[config.mk]
export PLATFORM = sky130hd
export DESIGN_NAME = multi_channel_deadline_timer
export DESIGN_NICKNAME = d
export VERILOG_FILES = /design/src/hw/rtl/mdt_pkg.sv /design/src/hw/rtl/mdt_cell.sv /design/src/hw/rtl/mdt_head.sv /design/src/hw/rtl/multi_channel_deadline_timer.sv
export VERILOG_INCLUDE_DIRS = /design/src /design/src/hw/rtl
export SDC_FILE = /design/constraint.sdc
export NUM_CORES = 2
export LEC_CHECK = 0
export BUFFER_PORTS_ARGS = -buffer_cell sky130_fd_sc_hd__buf_2
export CAP_MARGIN = 30
export CORE_MARGIN = 3
export CORE_UTILIZATION = 45
export DETAILED_ROUTE_END_ITERATION = 7
export PLACE_DENSITY = 0.64
export SETUP_SLACK_MARGIN = 0.4
export SYNTH_ARGS = -nofsm -noshare
export SYNTH_HDL_FRONTEND = slang
export SYNTH_HIERARCHICAL = 1
export SYNTH_SLANG_ARGS = --single-unit
[constraint.sdc]
create_clock -name clk_i -period 2.94 [get_ports clk_i]
set_input_delay 0.588 -clock clk_i [delete_from_list [all_inputs] [get_ports clk_i]]
set_output_delay 0.588 -clock clk_i [all_outputs]
set_load 0.03 [all_outputs]
[src/hw/rtl/assert_macros.svh]
// Assertion helpers used by the timer top level.
`ifndef ASSERT_MACROS_SVH
`define ASSERT_MACROS_SVH

// Property checked at every rising clock edge outside of reset.
`define MDT_ASSERT(label, clk, rst_n, prop, msg) \
  label: assert property (@(posedge clk) disable iff (!(rst_n)) (prop)) \
    else $error(msg);

// Condition that must never be true outside of reset.
`define MDT_ASSERT_NEVER(label, clk, rst_n, cond, msg) \
  label: assert property (@(posedge clk) disable iff (!(rst_n)) !(cond)) \
    else $error(msg);

`endif

[src/hw/rtl/mdt_pkg.sv]
`timescale 1ns / 1ps

package mdt_pkg;

  // Bank size and result limits.
  localparam int SlotCount = 8;
  localparam int MaxResults = 8;
  localparam int SlotIdxW = (SlotCount > 1) ? $clog2(SlotCount) : 1;
  localparam int CntW = $clog2(MaxResults + 1);
  localparam logic [30:0] DefaultInterval = 31'd1000;

  // Command codes.
  localparam logic [2:0] CmdTick = 3'd0;
  localparam logic [2:0] CmdConfig = 3'd1;
  localparam logic [2:0] CmdStart = 3'd2;
  localparam logic [2:0] CmdStop = 3'd3;
  localparam logic [2:0] CmdService = 3'd4;

  // Priority codes.
  localparam logic [1:0] PrioLow = 2'd0;
  localparam logic [1:0] PrioNormal = 2'd1;
  localparam logic [1:0] PrioHigh = 2'd2;

  // Fire kinds.
  localparam logic KindImmediate = 1'b0;
  localparam logic KindDeferred = 1'b1;

  // Direct write to one slot cell.
  typedef enum logic [1:0] {
    WR_NONE,
    WR_CONFIG,
    WR_START,
    WR_STOP
  } wr_op_e;

  typedef struct packed {
    logic [2:0]  cmd;
    logic [2:0]  slot;
    logic [31:0] now;
    logic [30:0] interval_ms;
    logic        auto_reload;
    logic [1:0]  priority_level;
    logic        handler_attached;
  } in_item_t;

  typedef struct packed {
    logic [2:0] fired_slot;
    logic       fire_kind;
    logic       last;
  } out_item_t;

  // State of one timer slot.
  typedef struct packed {
    logic [31:0] deadline;
    logic [30:0] interval;
    logic        reload;
    logic [1:0]  prio;
    logic        handler;
    logic        pending;
  } slot_rec_t;

  // Scan control handed to the head evaluator.
  typedef struct packed {
    logic service;
    logic room;
    logic halt;
  } head_ctrl_t;

endpackage

[src/hw/rtl/mdt_cell.sv]
`timescale 1ns / 1ps

module mdt_cell (
  input  logic              clk_i,
  input  logic              rst_ni,
  input  logic              shift_en_i,
  input  mdt_pkg::slot_rec_t shift_rec_i,
  input  mdt_pkg::wr_op_e   op_i,
  input  mdt_pkg::in_item_t item_i,
  output mdt_pkg::slot_rec_t rec_o
);
  import mdt_pkg::*;

  slot_rec_t rec_q, rec_d;

  // Next record: take the neighbor during a scan, else apply a direct write.
  always_comb begin
    rec_d = rec_q;
    if (shift_en_i) begin
      rec_d = shift_rec_i;
    end else begin
      unique case (op_i)
        WR_CONFIG: begin
          rec_d.interval = item_i.interval_ms;
          rec_d.reload   = item_i.auto_reload;
          rec_d.prio     = item_i.priority_level;
          rec_d.handler  = item_i.handler_attached;
        end
        WR_START: rec_d.deadline = item_i.now + {1'b0, rec_q.interval};
        WR_STOP:  rec_d.deadline = '0;
        default:  rec_d = rec_q;
      endcase
    end
  end

  always_ff @(posedge clk_i or negedge rst_ni) begin
    if (!rst_ni) begin
      rec_q.deadline <= '0;
      rec_q.interval <= DefaultInterval;
      rec_q.reload   <= 1'b0;
      rec_q.prio     <= PrioNormal;
      rec_q.handler  <= 1'b0;
      rec_q.pending  <= 1'b0;
    end else begin
      rec_q <= rec_d;
    end
  end

  assign rec_o = rec_q;

endmodule

[src/hw/rtl/mdt_head.sv]
`timescale 1ns / 1ps

module mdt_head (
  input  mdt_pkg::slot_rec_t  rec_i,
  input  logic [31:0]         now_i,
  input  mdt_pkg::head_ctrl_t ctrl_i,
  output mdt_pkg::slot_rec_t  rec_o,
  output logic                emit_o,
  output logic                halt_hit_o
);
  import mdt_pkg::*;

  logic due;

  // A running slot with a handler is due once its deadline is reached.
  assign due = (rec_i.deadline != '0) && rec_i.handler && (rec_i.deadline <= now_i);

  always_comb begin
    rec_o      = rec_i;
    emit_o     = 1'b0;
    halt_hit_o = 1'b0;
    if (!ctrl_i.service) begin
      // Tick: a due slot fires (high) or is marked pending (normal), then rearms or stops.
      if (due) begin
        if (rec_i.prio == PrioHigh) begin
          emit_o = ctrl_i.room;
        end else if (rec_i.prio == PrioNormal) begin
          rec_o.pending = 1'b1;
        end
        rec_o.deadline = rec_i.reload ? (rec_i.deadline + {1'b0, rec_i.interval}) : '0;
      end
    end else if (!ctrl_i.halt && rec_i.prio == PrioNormal && rec_i.pending) begin
      // Service: deliver deferred fires until the result limit is hit.
      if (!rec_i.handler) begin
        rec_o.pending = 1'b0;
      end else if (ctrl_i.room) begin
        emit_o        = 1'b1;
        rec_o.pending = 1'b0;
      end else begin
        halt_hit_o = 1'b1;
      end
    end
  end

endmodule

[src/hw/rtl/multi_channel_deadline_timer.sv]
`timescale 1ns / 1ps
// Configure, start and stop items cause no result.
// Tick and service items rotate the slot ring once, one slot per cycle while the
// output is not stalled. Each item is loaded, then the ring is rotated, then the
// held final event is flushed.
// Reset is asynchronous and active low: all slots stopped, interval 1000.
`include "assert_macros.svh"

module multi_channel_deadline_timer (
  input  logic               clk_i,
  input  logic               rst_ni,
  input  logic               in_valid_i,
  output logic               in_stall_o,
  input  mdt_pkg::in_item_t  in_item_i,
  output logic               out_valid_o,
  input  logic               out_stall_i,
  output mdt_pkg::out_item_t out_item_o
);
  import mdt_pkg::*;

  typedef enum logic [1:0] {
    ST_IDLE,
    ST_SCAN,
    ST_FLUSH
  } state_e;

  state_e              state_q;
  logic                svc_q;
  logic [31:0]         now_q;
  logic [SlotIdxW-1:0] idx_q;
  logic [CntW-1:0]     cnt_q;
  logic                halt_q;
  logic                held_valid_q;
  logic [2:0]          held_slot_q;
  logic                held_kind_q;
  logic                out_valid_q;
  out_item_t           out_item_q;

  slot_rec_t  cell_rec [SlotCount];
  slot_rec_t  head_rec;
  head_ctrl_t head_ctrl;
  logic       emit, halt_hit;
  logic       accept, out_free, step, push_mid, push_end, scan_cmd;

  assign in_stall_o = (state_q != ST_IDLE);
  assign accept     = in_valid_i && !in_stall_o;
  assign scan_cmd   = (in_item_i.cmd == CmdTick) || (in_item_i.cmd == CmdService);
  assign out_free   = !out_valid_q || !out_stall_i;
  assign step       = (state_q == ST_SCAN) && out_free;

  // Ring of slot cells; the head record returns to the tail after evaluation.
  for (genvar i = 0; i < SlotCount; i++) begin : g_cell
    slot_rec_t shift_in;
    wr_op_e    op;

    if (i == SlotCount - 1) begin : g_tail
      assign shift_in = head_rec;
    end else begin : g_mid
      assign shift_in = cell_rec[i+1];
    end

    always_comb begin
      op = WR_NONE;
      if (accept && (32'(in_item_i.slot) == i)) begin
        unique case (in_item_i.cmd)
          CmdConfig: op = WR_CONFIG;
          CmdStart:  op = WR_START;
          CmdStop:   op = WR_STOP;
          default:   op = WR_NONE;
        endcase
      end
    end

    mdt_cell u_cell (
      .clk_i      (clk_i),
      .rst_ni     (rst_ni),
      .shift_en_i (step),
      .shift_rec_i(shift_in),
      .op_i       (op),
      .item_i     (in_item_i),
      .rec_o      (cell_rec[i])
    );
  end

  // Evaluation of the slot at the head of the ring.
  assign head_ctrl.service = svc_q;
  assign head_ctrl.room    = (cnt_q < CntW'(MaxResults));
  assign head_ctrl.halt    = halt_q;

  mdt_head u_head (
    .rec_i     (cell_rec[0]),
    .now_i     (now_q),
    .ctrl_i    (head_ctrl),
    .rec_o     (head_rec),
    .emit_o    (emit),
    .halt_hit_o(halt_hit)
  );

  // One event is held back so the final one can be marked.
  assign push_mid = step && emit && held_valid_q;
  assign push_end = (state_q == ST_FLUSH) && held_valid_q && out_free;

  // Sequencer, held event and output register.
  always_ff @(posedge clk_i or negedge rst_ni) begin
    if (!rst_ni) begin
      state_q      <= ST_IDLE;
      svc_q        <= 1'b0;
      now_q        <= '0;
      idx_q        <= '0;
      cnt_q        <= '0;
      halt_q       <= 1'b0;
      held_valid_q <= 1'b0;
      held_slot_q  <= '0;
      held_kind_q  <= 1'b0;
      out_valid_q  <= 1'b0;
      out_item_q   <= '0;
    end else begin
      if (push_mid || push_end) begin
        out_valid_q           <= 1'b1;
        out_item_q.fired_slot <= held_slot_q;
        out_item_q.fire_kind  <= held_kind_q;
        out_item_q.last       <= push_end;
      end else if (!out_stall_i) begin
        out_valid_q <= 1'b0;
      end

      unique case (state_q)
        ST_IDLE: begin
          if (accept && scan_cmd) begin
            svc_q        <= (in_item_i.cmd == CmdService);
            now_q        <= in_item_i.now;
            idx_q        <= '0;
            cnt_q        <= '0;
            halt_q       <= 1'b0;
            held_valid_q <= 1'b0;
            state_q      <= ST_SCAN;
          end
        end
        ST_SCAN: begin
          if (step) begin
            if (emit) begin
              held_valid_q <= 1'b1;
              held_slot_q  <= 3'(idx_q);
              held_kind_q  <= svc_q ? KindDeferred : KindImmediate;
              cnt_q        <= cnt_q + 1'b1;
            end
            if (halt_hit) begin
              halt_q <= 1'b1;
            end
            idx_q <= idx_q + 1'b1;
            if (idx_q == SlotIdxW'(SlotCount - 1)) begin
              state_q <= ST_FLUSH;
            end
          end
        end
        ST_FLUSH: begin
          if (!held_valid_q) begin
            state_q <= ST_IDLE;
          end else if (out_free) begin
            held_valid_q <= 1'b0;
            state_q      <= ST_IDLE;
          end
        end
        default: state_q <= ST_IDLE;
      endcase
    end
  end

  assign out_valid_o = out_valid_q;
  assign out_item_o  = out_item_q;

  // Checks on the sequencer.
  `MDT_ASSERT(a_cnt_limit, clk_i, rst_ni, cnt_q <= CntW'(MaxResults), "event count over limit")
  `MDT_ASSERT_NEVER(a_held_idle, clk_i, rst_ni, (state_q == ST_IDLE) && held_valid_q, "held event left in idle")
  `MDT_ASSERT(a_scan_busy, clk_i, rst_ni, accept && scan_cmd |=> in_stall_o, "scan item not blocking input")

endmodule
==> results by group <==
Finish
  • # nets final: 5996
  • Area grow syn2layout: 28.4%
  • Layout cells sized above 1: 27.9%
  • Design area: 56400 um^2
  • Fillcell total: 8265

Die
  • Initial core utilization: 45.8%
  • # IOs: 84
  • Die H: 318 um
  • Rows: 113
  • Chip width: 318 um
  • Core Region: 95900 um^2
  • DIE AREA: 101000 um^2

Timing
  • Max-slew headroom: 47.9%
  • Post-route setup slack: -0.247 ns
  • Final setup viols: 25
  • Final hold violations: 0
  • Worst Tran Pin Value: 0.778 ns
  • Period utilisation layout: 108%
  • Final Max Slew Viols: 0
  • RSZ-0062 raised after global routing: yes
  • F_max: 0.314 GHz
  • Min cycle time layout: 3.19 ns
  • Skew final: 0.0314 ns

Worst hold path
  • Worst hold stages: 3
  • Min-delay worst type: input port to flip-flop

Detailed routing
  • Routed WL per cell: 24.2 um
  • Routed Antenna Nets: 0
  • DR iter-0 viols: 4212
  • Pre-antenna DRT Iters: 6
  • Routed Wire Length: 167000 um
  • DRC viols: 0
  • Via count: 41900
  • Vias per cell: 6.05

Logic synthesis
  • Sequential element share of the synthesized area: 34.2%
  • Post-synthesis cell count: 4929
  • Net Count, Synth: 5334
  • Top cells by area in the synthesized netlist: dfrtp_1 (31%), ha_1 (9.1%), mux2i_1 (6.4%)
  • Synth Area in XOR/XNOR: 4.84%
  • Synth top cells by count: nand2_1 (652), dfrtp_1 (542), o21ai_0 (500)
  • Ys flop type: dfrtp_1
  • Mux cell area share after synthesis: 6.84%
  • Compound-cell area share of the yosys netlist: 26.1%
  • Most frequent cell after synthesis: nand2_1
  • Distinct cell type count after synthesis: 107
  • Syn avg cell area: 8.92 um^2
  • Cell taking the most area after synthesis: dfrtp_1
  • Synth Area in Simple Gates: 13.4%
  • Mapped Area: 43900 um^2
  • Largest family of logic cells by synthesized area: compound AO/OA/AOI/OAI gates
  • Yosys top cell area share: 30.9%
  • Adder-Cell Fraction of Synth Area: 9.49%
  • Post-synth EDFFs: 0
  • Synth warnings: 6
  • Yosys reg bits: 598
  • Async SR Flop Fraction: 100%

Power and ir drop
  • PwrDens: 1290 nW/um^2
  • Max VDD drop: 684 uV
  • Leak pwr: 25.7 nW

Global route
  • Initial antenna violation count: 5
  • Global-route wire length before repair: 249000 um
  • Pin count of the biggest net entering global routing: 107
  • GR Overflow Total: 0
  • Gr usage total: 31.8%
  • Number of global-route vias before repair: 41000

Placement
  • Pre-CTS setup slack: -0.465 ns
  • DP Area: 50900 um^2
  • Detailed Place HPWL: 131000 um
  • Port bufs: 83
  • RD Place Congestion: 0.983

Clock tree
  • Htree depth: 3
  • Clock Latency Late Sink: 0.66 ns
  • CTS sink cnt: 598
  • Num CTS Buffers: 73
  • CTS Buffer Depth: 3
  • Clock root cell: clkbuf_16
  • Clock slew at reported path FFs: 0.06 ns
  • TritonCTS clock tree: yes

Job
  • Max cap viols: 0

Worst setup path
  • CP arrival: 3.73 ns
  • WS Path Type: flip-flop to flip-flop
  • Worst Path Required: 3.48 ns
  • Critical Path Start Type: flip-flop
  • R2r worst-path depth: 13
  • Slowest-stage cell, CP: dfrtp_1
  • CP max FO: 5
  • Crit-path max cell delay: 0.43 ns
  • Critical Path End Type: flip-flop
  • Crit-path cells: ha_4 > nand4_1 > nor2_1 > o2bb2ai_2 > a2111oi_4 > o221ai_2 > a21oi_4 > nand3b_1 > a21boi_4 > buf_4 > buf_6 > nand3_4 > mux2_4

Status
  • Outcome: finished with violations
  • Failing checks: setup timing
cells by family (layout without fill, tap and decap cells):
| kind of cell | count (synthesis) | in the layout |
|---|---|---|
| AOI/OAI and AO/OA | 1719 | 1719 |
| xor gates and xnor gates | 243 | 243 |
| adders and majority gates | 328 | 328 |
| buffers and inverters | 477 | 1197 |
| DFF | 598 | 598 |
| muxes | 298 | 298 |
| other | 0 | 5 |
| and+or+nand+nor | 1266 | 1266 |
sequential cells by signal, summed over array words and instances, names as in the netlist:
name and count:
held_slot_q 3, svc_q 1, now_q 32, state_q 2, held_valid_q 1, halt_q 1
cnt_q 4, held_kind_q 1, idx_q 3, out_item_o 5, g_cell.u_cell/rec_o 544, out_valid_o 1
path summary, 6_finish.rpt:
path	from	to	slack (ns)
hold / removal	in_item_i[72]	svc_q	0.15
hold reg to reg	now_q[4]	now_q[4]	0.47
setup reg to reg	g_cell[0].u_cell/rec_o[50]	held_slot_q[0]	-0.25
max in group asynchronous	rst_ni	g_cell[3].u_cell/rec_o[24]	1.58
setup / recovery	g_cell[0].u_cell/rec_o[50]	held_slot_q[0]	-0.25
min in group asynchronous	rst_ni	g_cell[0].u_cell/rec_o[1]	0.42
layer usage:
metal  GRT usage (%)  share of wire [%]  vias up
met1            45.3                 45    20600
met2            49.2                 44     1676
met5               0                  0        -
li1                -                  -    19300
met4            11.2                3.7        0
met3            4.51                7.3      308
layout by cell type, fill, tap and decap left out, types with 32 or more instances in the layout:
| cell | synthesis | layout |
|---|---|---|
| ha_4 | 0 | 62 |
| o21ai_0 | 500 | 429 |
| inv_1 | 174 | 160 |
| ha_1 | 319 | 250 |
| a21o_1 | 138 | 138 |
| nor2_1 | 177 | 162 |
| a21oi_2 | 21 | 56 |
| buf_12 | 0 | 56 |
| o21a_1 | 33 | 33 |
| clkbuf_16 | 0 | 73 |
| nand2_1 | 652 | 643 |
| o21ai_2 | 12 | 32 |
| buf_4 | 53 | 709 |
| a22oi_1 | 133 | 130 |
| o21ai_1 | 94 | 141 |
| nor3_1 | 53 | 44 |
| xor2_1 | 127 | 118 |
| buf_6 | 19 | 35 |
| mux2i_1 | 281 | 281 |
| nand4_1 | 58 | 58 |
| a21oi_1 | 373 | 323 |
| dfstp_2 | 56 | 56 |
| dfrtp_1 | 542 | 524 |
| buf_2 | 15 | 80 |
| nand3_1 | 80 | 74 |
| o21bai_1 | 42 | 36 |
| xnor2_1 | 116 | 104 |
| a221oi_1 | 62 | 56 |
power by group:
group / total [mW] / internal, mW / switching (mW)
combinational: 46.7 / 21.0 / 25.7
clock: 9.61 / 5.74 / 3.86
sequential: 16.5 / 12.4 / 4.18
cell type report:
type / count / area, um^2 / area share, %
multi-input combinational: 3854 / 29300 / 51.9
antenna: 5 / 12.5 / 0.0222
sequential: 598 / 15100 / 26.7
tap: 1265 / 1580 / 2.80
clock buffer: 101 / 2070 / 3.67
timing repair buffer: 884 / 7300 / 12.9
clock inverter: 32 / 439 / 0.778
inverter: 180 / 686 / 1.21
critical path: cells and delay by family, from the launching register on:
family	cells	cell delay [ns]
compound gates	5	1.23
simple gates	4	0.58
flops	1	0.43
mux	1	0.33
fa+ha+maj	1	0.26
buf+inv	2	0.24
what timing repair did:
action                     CTS  global route
setup buffers               46            32
hold endpoints to repair    23             0
pin swaps                  186           169
setup endpoints to repair  295           227
hold buffers                 1             0
resized for setup          283           206
gates cloned                 1             0
through the flow:
step | utilization, % | setup TNS (ns) | power [mW] | cells | hold slack, ns
global route | 58.9 | -6.78 | 77.4 | 6919 | 0.154
floorplan | - | -0.162 | 42.1 | 4929 | 0.292
global placement | 53.1 | -21.45 | 57.1 | 6701 | 0.457
CTS | 57.5 | -1.85 | 70.1 | 6882 | 0.128
detailed placement | 53.1 | -27.63 | 57.8 | 6701 | 0.463
finish | 58.9 | -3.73 | 72.8 | 6919 | 0.151
(Power assumes the default switching activity.)
